$ cat src/hw/rtl/fpvm_pkg.sv
`timescale 1ns / 1ps
`default_nettype none

package fpvm_pkg;

	// n * numerator plus carried remainder: 4 x 16 bit product plus 16 bits
	localparam int DVD_W = 21;
	localparam int CNT_W = 5;
	localparam int CFG_IDX_W = 2;

	localparam logic [CFG_IDX_W-1:0] CFG_NUMERATOR = 2'd0;
	localparam logic [CFG_IDX_W-1:0] CFG_DENOMINATOR = 2'd1;
	localparam logic [CFG_IDX_W-1:0] CFG_STALL_TIMEOUT = 2'd2;

	localparam logic [15:0] NUMERATOR_RST = 16'd20;
	localparam logic [15:0] DENOMINATOR_RST = 16'd9;
	localparam logic [15:0] STALL_TIMEOUT_RST = 16'd3000;

	typedef enum logic [1:0] {
		ST_IDLE,
		ST_CALC,
		ST_DIV,
		ST_DONE
	} state_t;

endpackage

`default_nettype wire

$ cat src/hw/rtl/fpvm_if.sv
`timescale 1ns / 1ps
`default_nettype none

interface fpvm_in_if;
	logic       valid;
	logic       ready;
	logic [3:0] new_pulses;
	logic       valve_level;
	logic       clear_meter;

	modport source (output valid, output new_pulses, output valve_level, output clear_meter,
		input ready);
	modport sink (input valid, input new_pulses, input valve_level, input clear_meter,
		output ready);
endinterface

interface fpvm_out_if;
	logic        valid;
	logic        ready;
	logic [15:0] volume_ml;
	logic [31:0] pulse_total;
	logic        stalled;

	modport source (output valid, output volume_ml, output pulse_total, output stalled,
		input ready);
	modport sink (input valid, input volume_ml, input pulse_total, input stalled,
		output ready);
endinterface

interface fpvm_cfg_if;
	logic        valid;
	logic        ready;
	logic [1:0]  index;
	logic [15:0] data;

	modport source (output valid, output index, output data, input ready);
	modport sink (input valid, input index, input data, output ready);
endinterface

`default_nettype wire

$ cat src/hw/rtl/fpvm_div.sv
`timescale 1ns / 1ps
`default_nettype none

module fpvm_div
	import fpvm_pkg::*;
(
	input  wire logic             clk,
	input  wire logic             arst_n,
	input  wire logic             start,
	input  wire logic [DVD_W-1:0] dividend,
	input  wire logic [15:0]      divisor,
	output logic                  done,
	output logic [DVD_W-1:0]      quotient,
	output logic [15:0]           remainder
);

	logic [DVD_W-1:0] dvd_q;
	logic [15:0]      rem_q;
	logic [15:0]      den_q;
	logic [CNT_W-1:0] cnt_q;
	logic             busy_q;
	logic             done_q;
	logic [16:0]      trial;
	logic [16:0]      diff;
	logic             fits;

	// one quotient bit a cycle: shift the next dividend bit into the partial remainder
	assign trial = {rem_q, dvd_q[DVD_W-1]};
	assign diff  = trial - {1'b0, den_q};
	assign fits  = trial >= {1'b0, den_q};

	always_ff @(posedge clk or negedge arst_n) begin
		if (!arst_n) begin
			busy_q <= 1'b0;
			done_q <= 1'b0;
			cnt_q  <= '0;
		end else if (start) begin
			busy_q <= 1'b1;
			done_q <= 1'b0;
			cnt_q  <= '0;
		end else if (busy_q) begin
			cnt_q <= cnt_q + 1'b1;
			if (cnt_q == CNT_W'(DVD_W - 1)) begin
				busy_q <= 1'b0;
				done_q <= 1'b1;
			end
		end else begin
			done_q <= 1'b0;
		end
	end

	always_ff @(posedge clk) begin
		if (start) begin
			dvd_q <= dividend;
			rem_q <= '0;
			den_q <= divisor;
		end else if (busy_q) begin
			rem_q <= fits ? diff[15:0] : trial[15:0];
			// quotient bits fill the dividend register from the bottom
			dvd_q <= {dvd_q[DVD_W-2:0], fits};
		end
	end

	assign done      = done_q;
	assign quotient  = dvd_q;
	assign remainder = rem_q;

endmodule

`default_nettype wire

$ cat src/hw/rtl/flow_pulse_volume_meter.sv
`timescale 1ns / 1ps
`default_nettype none

// Flow pulse volume meter: one sample beat per millisecond tick, one result beat per sample.
// A tick without pulses goes from the calculate state straight to the done state; a tick
// with pulses passes through the divide state, where the bit-serial divider produces one
// of its 21 quotient bits a cycle. In the done state the result register is loaded once no
// earlier result is pending or it is being taken. A new sample can be taken in the cycle after
// that load, even while its result still waits to be taken. Configuration writes are always ready.
module flow_pulse_volume_meter
	import fpvm_pkg::*;
#(
	parameter int MAX_PULSES_PER_TICK = 15
) (
	input wire logic  clk,
	input wire logic  arst_n,
	fpvm_in_if.sink   sample,
	fpvm_out_if.source result,
	fpvm_cfg_if.sink  cfg
);

	logic [15:0] num_q;
	logic [15:0] den_q;
	logic [15:0] timeout_q;

	logic [31:0] pulse_count_q;
	logic [15:0] volume_sum_q;
	logic [15:0] remainder_q;
	logic [15:0] idle_ms_q;
	logic        valve_was_open_q;

	logic [3:0]  n_q;
	logic        valve_q;
	logic        restart_q;

	logic        out_valid_q;
	logic [15:0] out_volume_q;
	logic [31:0] out_pulses_q;
	logic        out_stalled_q;

	state_t state_q;
	state_t state_d;

	logic             sample_ready;
	logic             div_start;
	logic             out_load;
	logic             accept;
	logic [3:0]       n_sat;
	logic [15:0]      den_eff;
	logic [DVD_W-1:0] scaled;
	logic             div_done;
	logic [DVD_W-1:0] div_quot;
	logic [15:0]      div_rem;
	logic [DVD_W:0]   vol_sum;
	logic [15:0]      idle_next;
	logic             restart;

	assign cfg.ready = 1'b1;

	always_ff @(posedge clk or negedge arst_n) begin
		if (!arst_n) begin
			num_q     <= NUMERATOR_RST;
			den_q     <= DENOMINATOR_RST;
			timeout_q <= STALL_TIMEOUT_RST;
		end else if (cfg.valid) begin
			case (cfg.index)
				CFG_NUMERATOR:     num_q     <= cfg.data;
				CFG_DENOMINATOR:   den_q     <= cfg.data;
				CFG_STALL_TIMEOUT: timeout_q <= cfg.data;
				default: ;
			endcase
		end
	end

	assign accept = sample.valid && sample_ready;

	always_comb begin
		if (32'(sample.new_pulses) > MAX_PULSES_PER_TICK) begin
			n_sat = 4'(MAX_PULSES_PER_TICK);
		end else begin
			n_sat = sample.new_pulses;
		end
	end

	assign den_eff = (den_q == 16'd0) ? 16'd1 : den_q;
	assign scaled  = DVD_W'(n_q) * DVD_W'(num_q) + DVD_W'(remainder_q);

	fpvm_div u_div (
		.clk       (clk),
		.arst_n    (arst_n),
		.start     (div_start),
		.dividend  (scaled),
		.divisor   (den_eff),
		.done      (div_done),
		.quotient  (div_quot),
		.remainder (div_rem)
	);

	assign vol_sum   = (DVD_W + 1)'(volume_sum_q) + (DVD_W + 1)'(div_quot);
	assign restart   = restart_q || (n_q != 4'd0);
	assign idle_next = restart ? 16'd0 :
		((idle_ms_q == 16'hFFFF) ? idle_ms_q : idle_ms_q + 16'd1);

	always_comb begin
		state_d = state_q;
		case (state_q)
			ST_IDLE: if (accept) state_d = ST_CALC;
			ST_CALC: state_d = (n_q != 4'd0) ? ST_DIV : ST_DONE;
			ST_DIV:  if (div_done) state_d = ST_DONE;
			ST_DONE: if (out_load) state_d = ST_IDLE;
			default: state_d = ST_IDLE;
		endcase
	end

	always_comb begin
		sample_ready = 1'b0;
		div_start    = 1'b0;
		out_load     = 1'b0;
		case (state_q)
			ST_IDLE: sample_ready = 1'b1;
			ST_CALC: div_start = (n_q != 4'd0);
			ST_DIV:  ;
			ST_DONE: out_load = !out_valid_q || result.ready;
			default: ;
		endcase
	end

	assign sample.ready = sample_ready;

	always_ff @(posedge clk or negedge arst_n) begin
		if (!arst_n) begin
			state_q          <= ST_IDLE;
			pulse_count_q    <= '0;
			volume_sum_q     <= '0;
			remainder_q      <= '0;
			idle_ms_q        <= '0;
			valve_was_open_q <= 1'b0;
			out_valid_q      <= 1'b0;
		end else begin
			state_q <= state_d;
			if (accept) begin
				// clear before the tick is worked; the valve history survives it
				if (sample.clear_meter) begin
					pulse_count_q <= '0;
					volume_sum_q  <= '0;
					remainder_q   <= '0;
					idle_ms_q     <= '0;
				end
				valve_was_open_q <= sample.valve_level;
			end
			if (state_q == ST_DIV && div_done) begin
				pulse_count_q <= pulse_count_q + 32'(n_q);
				volume_sum_q  <= (vol_sum > (DVD_W + 1)'(16'hFFFF)) ? 16'hFFFF : vol_sum[15:0];
				remainder_q   <= div_rem;
			end
			if (out_load) begin
				idle_ms_q   <= idle_next;
				out_valid_q <= 1'b1;
			end else if (result.ready) begin
				out_valid_q <= 1'b0;
			end
		end
	end

	always_ff @(posedge clk) begin
		if (accept) begin
			n_q       <= n_sat;
			valve_q   <= sample.valve_level;
			restart_q <= sample.valve_level && !valve_was_open_q;
		end
		if (out_load) begin
			out_volume_q  <= volume_sum_q;
			out_pulses_q  <= pulse_count_q;
			out_stalled_q <= valve_q && (idle_next >= timeout_q);
		end
	end

	assign result.valid       = out_valid_q;
	assign result.volume_ml   = out_volume_q;
	assign result.pulse_total = out_pulses_q;
	assign result.stalled     = out_stalled_q;

endmodule

`default_nettype wire
$ cat src/flat_wrapper.sv
// flat-port wrapper written by rule: the top's interface ports become plain ports
module flow_pulse_volume_meter_flat import fpvm_pkg::*;
#(
	parameter int MAX_PULSES_PER_TICK = 15
)
  (clk, arst_n, sample_valid, sample_new_pulses, sample_valve_level, sample_clear_meter, sample_ready, result_valid, result_volume_ml, result_pulse_total, result_stalled, result_ready, cfg_valid, cfg_index, cfg_data, cfg_ready);
  fpvm_in_if sample_i ();
  fpvm_out_if result_i ();
  fpvm_cfg_if cfg_i ();
  input wire logic clk;
  input wire logic arst_n;
  input wire logic [$bits(sample_i.valid)-1:0] sample_valid;
  input wire logic [$bits(sample_i.new_pulses)-1:0] sample_new_pulses;
  input wire logic [$bits(sample_i.valve_level)-1:0] sample_valve_level;
  input wire logic [$bits(sample_i.clear_meter)-1:0] sample_clear_meter;
  output wire logic [$bits(sample_i.ready)-1:0] sample_ready;
  output wire logic [$bits(result_i.valid)-1:0] result_valid;
  output wire logic [$bits(result_i.volume_ml)-1:0] result_volume_ml;
  output wire logic [$bits(result_i.pulse_total)-1:0] result_pulse_total;
  output wire logic [$bits(result_i.stalled)-1:0] result_stalled;
  input wire logic [$bits(result_i.ready)-1:0] result_ready;
  input wire logic [$bits(cfg_i.valid)-1:0] cfg_valid;
  input wire logic [$bits(cfg_i.index)-1:0] cfg_index;
  input wire logic [$bits(cfg_i.data)-1:0] cfg_data;
  output wire logic [$bits(cfg_i.ready)-1:0] cfg_ready;
  assign sample_i.valid = sample_valid;
  assign sample_i.new_pulses = sample_new_pulses;
  assign sample_i.valve_level = sample_valve_level;
  assign sample_i.clear_meter = sample_clear_meter;
  assign sample_ready = sample_i.ready;
  assign result_valid = result_i.valid;
  assign result_volume_ml = result_i.volume_ml;
  assign result_pulse_total = result_i.pulse_total;
  assign result_stalled = result_i.stalled;
  assign result_i.ready = result_ready;
  assign cfg_i.valid = cfg_valid;
  assign cfg_i.index = cfg_index;
  assign cfg_i.data = cfg_data;
  assign cfg_ready = cfg_i.ready;
  flow_pulse_volume_meter #(.MAX_PULSES_PER_TICK(MAX_PULSES_PER_TICK)) u_core (.clk(clk), .arst_n(arst_n), .sample(sample_i), .result(result_i), .cfg(cfg_i));
endmodule
$ cat config.mk
export PLATFORM = sky130hd
export DESIGN_NAME = flow_pulse_volume_meter_flat
export DESIGN_NICKNAME = d
export VERILOG_FILES = /design/src/hw/rtl/fpvm_pkg.sv /design/src/hw/rtl/fpvm_if.sv /design/src/hw/rtl/fpvm_div.sv /design/src/hw/rtl/flow_pulse_volume_meter.sv /design/src/flat_wrapper.sv
export SDC_FILE = /design/constraint.sdc
export NUM_CORES = 1
export LEC_CHECK = 0
export ABC_AREA = 1
export BUFFER_PORTS_ARGS = -buffer_cell sky130_fd_sc_hd__buf_2
export CORE_MARGIN = 5
export CORE_UTILIZATION = 45
export CTS_CLUSTER_DIAMETER = 80
export DETAILED_ROUTE_END_ITERATION = 10
export SLEW_MARGIN = 40
export SYNTH_ARGS = -nofsm -noshare
export SYNTH_HDL_FRONTEND = slang
export SYNTH_SLANG_ARGS = --single-unit
$ cat constraint.sdc
create_clock -name clk -period 5.3 [get_ports clk]
set_input_delay 0.53 -clock clk [delete_from_list [all_inputs] [get_ports clk]]
set_output_delay 0.53 -clock clk [all_outputs]
set_load 0.02 [all_outputs]
# Yosys cells after proc, flatten, opt, wreduce, memory -nomap -nowiden
# Cells that the tools add are included.
# W data, S select, Z words.
# totals
input_bits,29
out_inout_bits,52
reg_bits,247
word_cells,99
# op_classes
addsub,6
eq_ne,11
reduce_logical,24
n_mux,32
n_mul,1
order_cmp,3
# op_table
cell,count
$mux W16,9
$mux W32,3
$mux W21,2
$add A32 B4 Y32,1
$add A16 B21 Y22,1
$gt A22 B16 Y1 const B,1
$add A20 B16 Y21,1
$mul A4 B16 Y20,1
$ge A17 B16 Y1,1
$add A16 B1 Y16 const B,1
$eq A16 B16 Y1 const B,1
$ge A16 B16 Y1,1
$logic_not A16 Y1,1
$sub A16 B16 Y16,1
$mux W1,12
$reduce_bool A2 Y1,6
$mux W5,2
$reduce_and A2 Y1,5
$pmux W2 S4,1
$eq A2 B2 Y1 const B,3
$mux W2,3
$add A5 B1 Y5 const B,1
$eq A5 B5 Y1 const B,1
$eq A2 B1 Y1 const B,2
other kinds (9),16

# Longest topological paths before layout
# Gate-level depths: netlist of the first run.
# logic_depth
word_depth,5
depth_mapped,20
ltp_nobuf,20

# By module
# A second synthesis of the first run with hierarchy kept.
# unflattened
hier_cells,1974
hier_area_um2,16065.4
# by_module_without_submodules
module,seq_area_each_um2,area_each_um2,n_inst,cells_each
flow_pulse_volume_meter,4968.5,12429.4,1,1512
fpvm_div,1606.5,3636.0,1,462

# Worst setup path after synthesis of the first run
# No wires, ideal clock.
# synth_path
kind,reg-to-reg
startpoint,reg u_core.n_q[1]
endpoint,"reg u_core.u_div.dvd_q[19], in the netlist u_core.u_div.quotient[19] (data pin)"
stages_incl_launch_ff,18
required_time_ns,5.009
path_buffers,2
path_slack_ns,1.134
arrival_ns,3.875
path_cell_list,edfxtp_1 > clkbuf_1 > buf_1 > nand2_1 > inv_1 > fa_1 > fa_1 > inv_1 > fa_1 > inv_1 > ha_1 > a21oi_1 > o21bai_1 > a21oi_1 > nand3_1 > or2_2 > nand3_1 > o21ai_0
# synth_via
elab_chain_cells,3
word_cells_on_any_way,5
cone_classes,add/sub (1); mul (1); mux (2); reduce/logical (1)
# synth_rtl
item,line,text
start: declaration,flow_pulse_volume_meter.sv:32,logic [3:0] n_q;
start signal: assignment,flow_pulse_volume_meter.sv:167,n_q <= n_sat;
$mul A4 B16 Y20 / $reduce_bool A4 Y1 (equally long branches),"flow_pulse_volume_meter.sv:86, flow_pulse_volume_meter.sv:121",
$add A20 B16 Y21 / $mux W1 (equally long branches),"flow_pulse_volume_meter.sv:86, flow_pulse_volume_meter.sv:119",
$mux W21 (*),fpvm_div.sv:53,if (start) begin
end signal: assignment,fpvm_div.sv:54,dvd_q <= dividend;
end signal: assignment,fpvm_div.sv:60,"dvd_q <= {dvd_q[DVD_W-2:0], fits};"
end: declaration,fpvm_div.sv:17,logic [DVD_W-1:0] dvd_q;
# Every way passes the cells marked *; elsewhere a longest branch is shown, timed or not.
# A chain may end at the register's enable or synchronous reset.

# Worst setup path in the final report of the first run
# layout_path
startpoint,reg u_core.n_q[3]
endpoint,"reg u_core.u_div.dvd_q[14], in the netlist u_core.u_div.quotient[14] (data pin)"
# The elaborated chain is that of the path after synthesis.

==> implementation parameters, run 1 <==
Parameter                              Value

Status
  Run status ... complete, no violations

Pwr
  Switching power of the nets ... 3.92 mW
  Pwr Density ... 531 mW/mm²
  Worst-case vdd ir drop ... 349 µV
  Share of power burned in registers ... 32.1%
  Internal portion of total power ... 5.33 mW
  Portion of total power attributed to the clock network ... 21.9%
  Static Leakage ... 8.90 nW
  Switching part of the total power ... 42.4%
  Comb pwr share ... 46.0%

Route
  Total iterations of the first detailed-routing run ... 5
  Final antenna-violating net count ... 0
  # DRC ... 0
  Total detailed-routing wirelength ... 37.6 mm
  Per-cell routed wire length ... 15.4 µm
  Drt initial violations ... 670
  Overall via count from detail_route ... 12293
  Via count normalized by instance count ... 5.05

Floorplanning
  Core box area ... 0.0345 mm²
  Height of the chip ... 197 µm
  I/O pin count ... 81
  Area of the die ... 0.0386 mm²
  Effective utilization at floorplan ... 45.5%
  Placement Rows ... 68
  X dimension of the die ... 197 µm

Synthesis
  Portion of synthesized cell area occupied by the leading cell type ... 20.4%
  Seq/Total Area, Yosys ... 42.0%
  Proportion of synthesized area in mux cells ... 0.383%
  Largest family of logic cells by synthesized area ... simple AND/OR/NAND/NOR gates
  Cell with the most instances after synthesis ... sky130_fd_sc_hd__nand2_1
  Xor-xnor portion of the synthesized cell area ... 2.63%
  Fraction of registers with async set or reset after synthesis ... 56.3%
  Post-synthesis share of cell area spent on full adders, half adders and majority gates ... 13.1%
  Netlist area before placement ... 0.0157 mm²
  Count of warnings emitted by yosys ... 0
  Synthesized netlist cell count ... 1899
  Number of synthesized register bits ... 247
  Most instantiated cells after synthesis ... sky130_fd_sc_hd__nand2_1, sky130_fd_sc_hd__inv_1, sky130_fd_sc_hd__dfrtp_1
  Post-Synthesis Net Count ... 2064
  Area fraction in and, or, nand and nor cells after synthesis ... 23.0%
  Synth unique cells ... 64
  Most used DFF post-synth ... sky130_fd_sc_hd__dfrtp_1
  Cells taking the most area after synthesis ... sky130_fd_sc_hd__dfrtp_1, sky130_fd_sc_hd__edfxtp_1, sky130_fd_sc_hd__nand2_1, sky130_fd_sc_hd__inv_1, sky130_fd_sc_hd__ha_1
  Synth Area in Compound Gates ... 8.85%
  Number of flops mapped to enable cells by yosys ... 92
  Post-Syn Area per Cell ... 8.25 µm²
  Post-synthesis cell type with the largest combined area ... sky130_fd_sc_hd__dfrtp_1

CTS
  Root Buffer Master ... sky130_fd_sc_hd__clkbuf_16
  Insertion delay of the later-clocked pin in the worst-skew pair ... 0.55 ns
  Clock tree from TritonCTS ... built
  Cts hold-fix bufs ... 1
  Post-CTS repair timing setup buffer count ... 0
  Clock-pin slew reported for the worst setup and hold paths after clock tree synthesis ... 0.06 ns
  Total clock sinks ... 247
  Maximum root-to-sink buffer count ... 3
  Max H-tree Level ... 1
  TritonCTS buffer count ... 28
  Post-CTS resize count ... 0

Critical path
  Most used cell along the critical path ... sky130_fd_sc_hd__nand2_1
  FF-to-FF path depth ... 15
  Endpoint type of the worst setup path ... flip-flop
  RR Endpoint ... u_core.u_div.quotient[14]
  Critical R2R Launch ... u_core.n_q[3]
  Critical path type ... flip-flop to flip-flop
  Cell type group with the largest total delay on the critical path ... adder cells
  Critical path, cell by cell ... nand2_1, fa_1, fa_1, fa_1, inv_1, ha_1, a21oi_1, nand2_1, a21boi_1, inv_1, nand2_1, nand2_1, a21oi_1, xor2_1, o21ai_1
  Startpoint Class ... flip-flop
  Worst-path cell with the longest stage delay ... sky130_fd_sc_hd__edfxtp_1
  Setup slack, reg-to-reg ... 0.79 ns
  Largest driver fanout on the critical path ... 18
  Worst path required time ... 5.58 ns
  Critical path buffer and inverter count ... 2
  Delay of the slowest critical-path stage ... 0.82 ns
  Critical Path AT ... 4.79 ns

STA
  Slew at the pin closest to its max-slew limit ... 0.771 ns
  Fmax ... 222 MHz
  Clock period minus worst slack ... 4.51 ns
  Total Negative Setup Slacks ... 0 ns
  Number of setup violations in the final report ... 0
  Hold Vio Cnt, Final ... 0
  Relative max-transition margin ... 48.6%
  Fin Clk Skew ... 0.0149 ns
  Setup repair after global routing missed its margin ... false
  Final worst path period share ... 85.1%
  Worst Hold Slack ... 0.152 ns
  Number of max-slew violations in the final report ... 0
  Final worst setup slack ... 0.788 ns

Flow run
  MaxCap Viol Count ... 0

Placement
  Post-placement cell count ... 2383
  Port Buf Inserts ... 79
  Worst setup slack before clock tree synthesis ... 0.812 ns
  Weighted congestion at the end of routability-driven global placement ... 0.887
  Detail Placement HPWL ... 28.7 mm

Finish
  Synthesis-to-layout area growth ... 11.3%
  Fraction of layout cells with a size suffix above 1 ... 10.9%
  Count of filler cells inserted in the layout ... 3301
  Post-layout net count ... 2124
  Number of standard cells in the layout, taps in and fillers out ... 2436
  Ant. Diodes ... 0

Worst hold path
  Source of the worst hold timing path ... sample_new_pulses[0]
  Worst min path class ... input pin to flip-flop
  Worst hold endpoint ... u_core.n_q[0]
  Worst hold path cell count ... 1

Global routing
  Global-route usage over all layers ... 19.3%
  First-pass GRT wire length ... 61.3 mm
  Remaining Overflow, GRT ... 0
  Via count of the first global-routing pass ... 11885
  Pin count of the biggest net entering global routing ... 61
  Antenna violations before repair ... 0
-- metrics by stage --
stage          cell area [µm²]  util, %  power (mW)
2_1_floorplan            15700        -        6.20
3_3_place_gp             16400     47.7        7.23
3_5_place_dp             16400     47.7        7.26
4_1_cts                  17400     50.6        9.34
5_1_grt                  17400     50.6        10.0
6_report                 17400     50.6        9.25
-- per-layer routing --
metal	wire, µm	GRT usage, %
met3	1460	2.29
met4	920	4.88
met1	17000	26.0
met2	18200	33.3
met5	0	0
-- state kept, by name, indices dropped and copies added, names as in the netlist, 5 cells and up --
| register | cells |
|---|---|
| u_core.idle_ms_q | 16 |
| u_core.u_div.quotient | 21 |
| u_core.u_div.remainder | 16 |
| u_core.timeout_q | 16 |
| u_core.result.pulse_total | 32 |
| u_core.den_q | 16 |
| u_core.u_div.cnt_q | 5 |
| u_core.result.volume_ml | 16 |
| u_core.remainder_q | 16 |
| u_core.u_div.den_q | 16 |
| u_core.num_q | 16 |
| u_core.pulse_count_q | 32 |
| u_core.volume_sum_q | 16 |
-- cell families (layout without fill, tap and decap cells) --
family	after synthesis	in the layout
simple gates	809	809
buf+inv	403	485
compound gates	250	250
flops	247	247
fa+ha+maj	136	136
xor+xnor	47	47
mux	6	6
other cells	1	1
-- area by class of cell --
class	count	area, µm²	area share [%]
inverters	346	1300	7.45
multi-input cells	1249	7540	43.3
clock buffers	38	800	4.59
well taps	455	569	3.27
flip-flops and latches	247	6580	37.7
repair buffers	87	464	2.66
clock inverters	14	179	1.03
-- power groups by stage --
stage                     sequential [mW]  clock [mW]  combinational [mW]
after global routing                 3.03        2.15                4.86
after global placement               2.99           0                4.24
after CTS                            2.97        2.08                4.29
after detailed placement             3.00           0                4.26
after floorplan                      2.97           0                3.23
final                                2.97        2.03                4.25
-- how the worst max path moves through the flow --
stage	start	to	slack, ns	cells past startpoint
final	u_core.n_q[3]	u_core.u_div.quotient[14]	0.79	15
after global routing	u_core.n_q[3]	u_core.u_div.quotient[14]	0.50	15
after CTS	u_core.n_q[2]	u_core.u_div.quotient[17]	0.80	17
after detailed placement	u_core.n_q[2]	u_core.u_div.quotient[17]	0.81	17
after global placement	u_core.n_q[1]	u_core.u_div.quotient[17]	0.88	17
after floorplan	u_core.n_q[1]	u_core.u_div.quotient[19]	1.13	17
-- placed cells by master, fill, tap and decap left out, types with 7 or more instances in the layout --
master                      instances
sky130_fd_sc_hd__dfrtp_1          128
sky130_fd_sc_hd__nor2_2             7
sky130_fd_sc_hd__o21ai_0          113
sky130_fd_sc_hd__inv_2             17
sky130_fd_sc_hd__nor4_1             9
sky130_fd_sc_hd__inv_1            328
sky130_fd_sc_hd__nand3_1           99
sky130_fd_sc_hd__fa_1              46
sky130_fd_sc_hd__edfxtp_1          92
sky130_fd_sc_hd__clkbuf_16         29
sky130_fd_sc_hd__buf_4              7
sky130_fd_sc_hd__xnor2_1           23
sky130_fd_sc_hd__xor2_1            24
sky130_fd_sc_hd__nand2_1          502
sky130_fd_sc_hd__a21oi_1           74
sky130_fd_sc_hd__nor3_1            22
sky130_fd_sc_hd__nand3_2           11
sky130_fd_sc_hd__nor2_1            78
sky130_fd_sc_hd__o21ai_1            8
sky130_fd_sc_hd__a31oi_1           10
sky130_fd_sc_hd__ha_1              90
sky130_fd_sc_hd__nand2_2           11
sky130_fd_sc_hd__dfstp_2           11
sky130_fd_sc_hd__clkinv_2           7
sky130_fd_sc_hd__buf_2             78
sky130_fd_sc_hd__nand4_1           30
sky130_fd_sc_hd__dfxtp_1           16
sky130_fd_sc_hd__o22ai_1           17
No activity file was read; power rests on OpenSTA's default activity.
==> inputs of run 2 (changes only) <==
--- a/config.mk
+++ b/config.mk
@@ -11,6 +11,7 @@
 export CORE_UTILIZATION = 45
 export CTS_CLUSTER_DIAMETER = 80
 export DETAILED_ROUTE_END_ITERATION = 10
+export MAX_ROUTING_LAYER = met4
 export SLEW_MARGIN = 40
 export SYNTH_ARGS = -nofsm -noshare
 export SYNTH_HDL_FRONTEND = slang
==> run 2 against run 1 <==
Effect of this change: core utilization is 0.094 points higher; combinational power hardly changed; non-clock buffer count is 2 lower; final area is 0.19% higher; final cell count hardly changed; die area stayed put; flip-flop and latch count stayed put; sequential share of layout area is 0.070 points lower; routed wire length is 1.2% higher; critical path type unchanged; largest cell class unchanged; highest routed layer unchanged.
==> implementation parameters, run 2 (synthesis results as in run 1) <==
Parameter                              Value

Global routing
  Pin count of the biggest net entering global routing ... 83
  Via count of the first global-routing pass ... 12152
  Global-route usage over all layers ... 20.2%
  First-pass GRT wire length ... 62.6 mm
  Remaining Overflow, GRT ... 0
  Antenna violations before repair ... 0

Floorplanning
  Area of the die ... 0.0386 mm²
  Placement Rows ... 68
  Effective utilization at floorplan ... 45.5%
  I/O pin count ... 81
  Height of the chip ... 197 µm
  X dimension of the die ... 197 µm
  Core box area ... 0.0345 mm²

Route
  Overall via count from detail_route ... 12310
  Per-cell routed wire length ... 15.6 µm
  Total iterations of the first detailed-routing run ... 5
  # DRC ... 0
  Drt initial violations ... 605
  Via count normalized by instance count ... 5.06
  Final antenna-violating net count ... 0
  Total detailed-routing wirelength ... 38.1 mm

STA
  Hold Vio Cnt, Final ... 0
  Number of setup violations in the final report ... 0
  Slew at the pin closest to its max-slew limit ... 0.805 ns
  Setup repair after global routing missed its margin ... false
  Clock period minus worst slack ... 4.49 ns
  Final worst path period share ... 84.7%
  Number of max-slew violations in the final report ... 0
  Total Negative Setup Slacks ... 0 ns
  Relative max-transition margin ... 46.3%
  Fmax ... 223 MHz
  Fin Clk Skew ... 0.0139 ns
  Worst Hold Slack ... 0.0203 ns

Finish
  Commonest non-fill, non-tap cell in the layout ... sky130_fd_sc_hd__nand2_1
  Ant. Diodes ... 0
  Post-route design area ... 0.0175 mm²
  Post-layout net count ... 2122
  Number of standard cells in the layout, taps in and fillers out ... 2434
  Fraction of layout cells with a size suffix above 1 ... 10.9%
  Share of the core filled with cells in the final layout ... 50.7%
  Synthesis-to-layout area growth ... 11.5%
  Most frequent cells in the layout ... sky130_fd_sc_hd__nand2_1, sky130_fd_sc_hd__inv_1, sky130_fd_sc_hd__dfrtp_1

CTS
  Total clock sinks ... 247
  Max H-tree Level ... 1
  Insertion delay of the later-clocked pin in the worst-skew pair ... 0.55 ns
  Clock-pin slew reported for the worst setup and hold paths after clock tree synthesis ... 0.06 ns
  Maximum root-to-sink buffer count ... 3
  Post-CTS resize count ... 0
  Post-CTS repair timing setup buffer count ... 0
  Clock tree from TritonCTS ... built
  Cts hold-fix bufs ... 0
  Root Buffer Master ... sky130_fd_sc_hd__clkbuf_16
  TritonCTS buffer count ... 28

Critical path
  Critical path type ... flip-flop to flip-flop
  Critical path buffer and inverter count ... 2
  Setup slack, reg-to-reg ... 0.81 ns
  Largest driver fanout on the critical path ... 18
  Cell type group with the largest total delay on the critical path ... adder cells
  Worst-path cell with the longest stage delay ... sky130_fd_sc_hd__edfxtp_1
  Startpoint Class ... flip-flop
  Endpoint type of the worst setup path ... flip-flop
  Most used cell along the critical path ... sky130_fd_sc_hd__nand2_1
  Critical Path AT ... 4.77 ns
  Delay of the slowest critical-path stage ... 0.80 ns
  Critical path, cell by cell ... nand2_1, fa_1, fa_1, fa_1, inv_1, ha_1, a21oi_1, nand2_1, a21boi_1, inv_1, nand2_1, nand2_1, a21oi_1, xor2_1, o21ai_1
  Worst path required time ... 5.58 ns

Pwr
  Static Leakage ... 8.93 nW
  Pwr Density ... 534 mW/mm²
  Worst-case vdd ir drop ... 312 µV

Placement
  Placement Cell Area ... 0.0164 mm²
  Weighted congestion at the end of routability-driven global placement ... 0.903
  Post-placement cell count ... 2382
  Detail Placement HPWL ... 29.0 mm
  Port Buf Inserts ... 79

Flow run
  MaxCap Viol Count ... 0

Status
  Run status ... complete, no violations

Worst hold path
  Worst min path class ... input pin to asynchronous set/reset pin
==> run 2: cell count changes in the layout (fill, tap and decap cells not counted), sizes merged <==
cell	change
buf	-2
bufinv	-2
clkbuf	+6
clkinv	-4
clkinvlp	-2
dlygate4sd3	-1
inv	+3
==> run 2: cell type report <==
class	instances	area, µm²
multi-input cells	1249	7540
inverters	346	1300
flip-flops and latches	247	6580
repair buffers	85	453
clock buffers	43	923
well taps	455	569
fillers	3344	17000
clock inverters	9	98.8
==> run 2: where the power goes <==
| group | internal, mW | switching, mW | total [mW] | leakage (nW) |
|---|---|---|---|---|
| combinational | 1.49 | 2.78 | 4.27 | 5.55 |
| clock | 1.30 | 0.789 | 2.09 | 0.512 |
| sequential | 2.59 | 0.377 | 2.97 | 2.87 |
| total | 5.38 | 3.94 | 9.32 | 8.93 |
==> run 2: metal layers <==
layer	vias up	global-route usage [%]	wire length (µm)
met5	-	-	0
met4	0	4.65	886
met3	51	2.39	1430
met2	239	34.2	18600
met1	5813	26.4	17200
li1	6207	-	-
==> run 2: worst reg2reg max path: stages (launching register included) <==
cell and delay (ns):
sky130_fd_sc_hd__edfxtp_1 0.80, sky130_fd_sc_hd__nand2_1 0.18, sky130_fd_sc_hd__fa_1 0.54, sky130_fd_sc_hd__fa_1 0.51
sky130_fd_sc_hd__fa_1 0.51, sky130_fd_sc_hd__inv_1 0.04, sky130_fd_sc_hd__ha_1 0.38, sky130_fd_sc_hd__a21oi_1 0.21
sky130_fd_sc_hd__nand2_1 0.13, sky130_fd_sc_hd__a21boi_1 0.29, sky130_fd_sc_hd__inv_1 0.07, sky130_fd_sc_hd__nand2_1 0.06
sky130_fd_sc_hd__nand2_1 0.09, sky130_fd_sc_hd__a21oi_1 0.18, sky130_fd_sc_hd__xor2_1 0.17, sky130_fd_sc_hd__o21ai_1 0.07
==> run 2: per-stage QoR <==
stage / total power [mW] / setup slack, ns
finish: 9.32 / 0.809
global route: 10.1 / 0.513
CTS: 9.41 / 0.844
detailed placement: 7.27 / 0.850
global placement: 7.21 / 0.916
floorplan: 6.20 / 1.13
==> run 2: path summary, 6_finish.rpt <==
check | startpoint | to | cells past startpoint
worst min-delay path | arst_n | u_core.remainder_q[1] | 1
worst min register to register | u_core.u_div.cnt_q[4] | u_core.u_div.cnt_q[4] | 1
max in group asynchronous | arst_n | u_core.den_q[15] | 2
min in group clk | sample_new_pulses[0] | u_core.n_q[0] | 1
worst max-delay path | u_core.n_q[3] | u_core.u_div.quotient[14] | 15
worst max register to register | u_core.n_q[3] | u_core.u_div.quotient[14] | 15
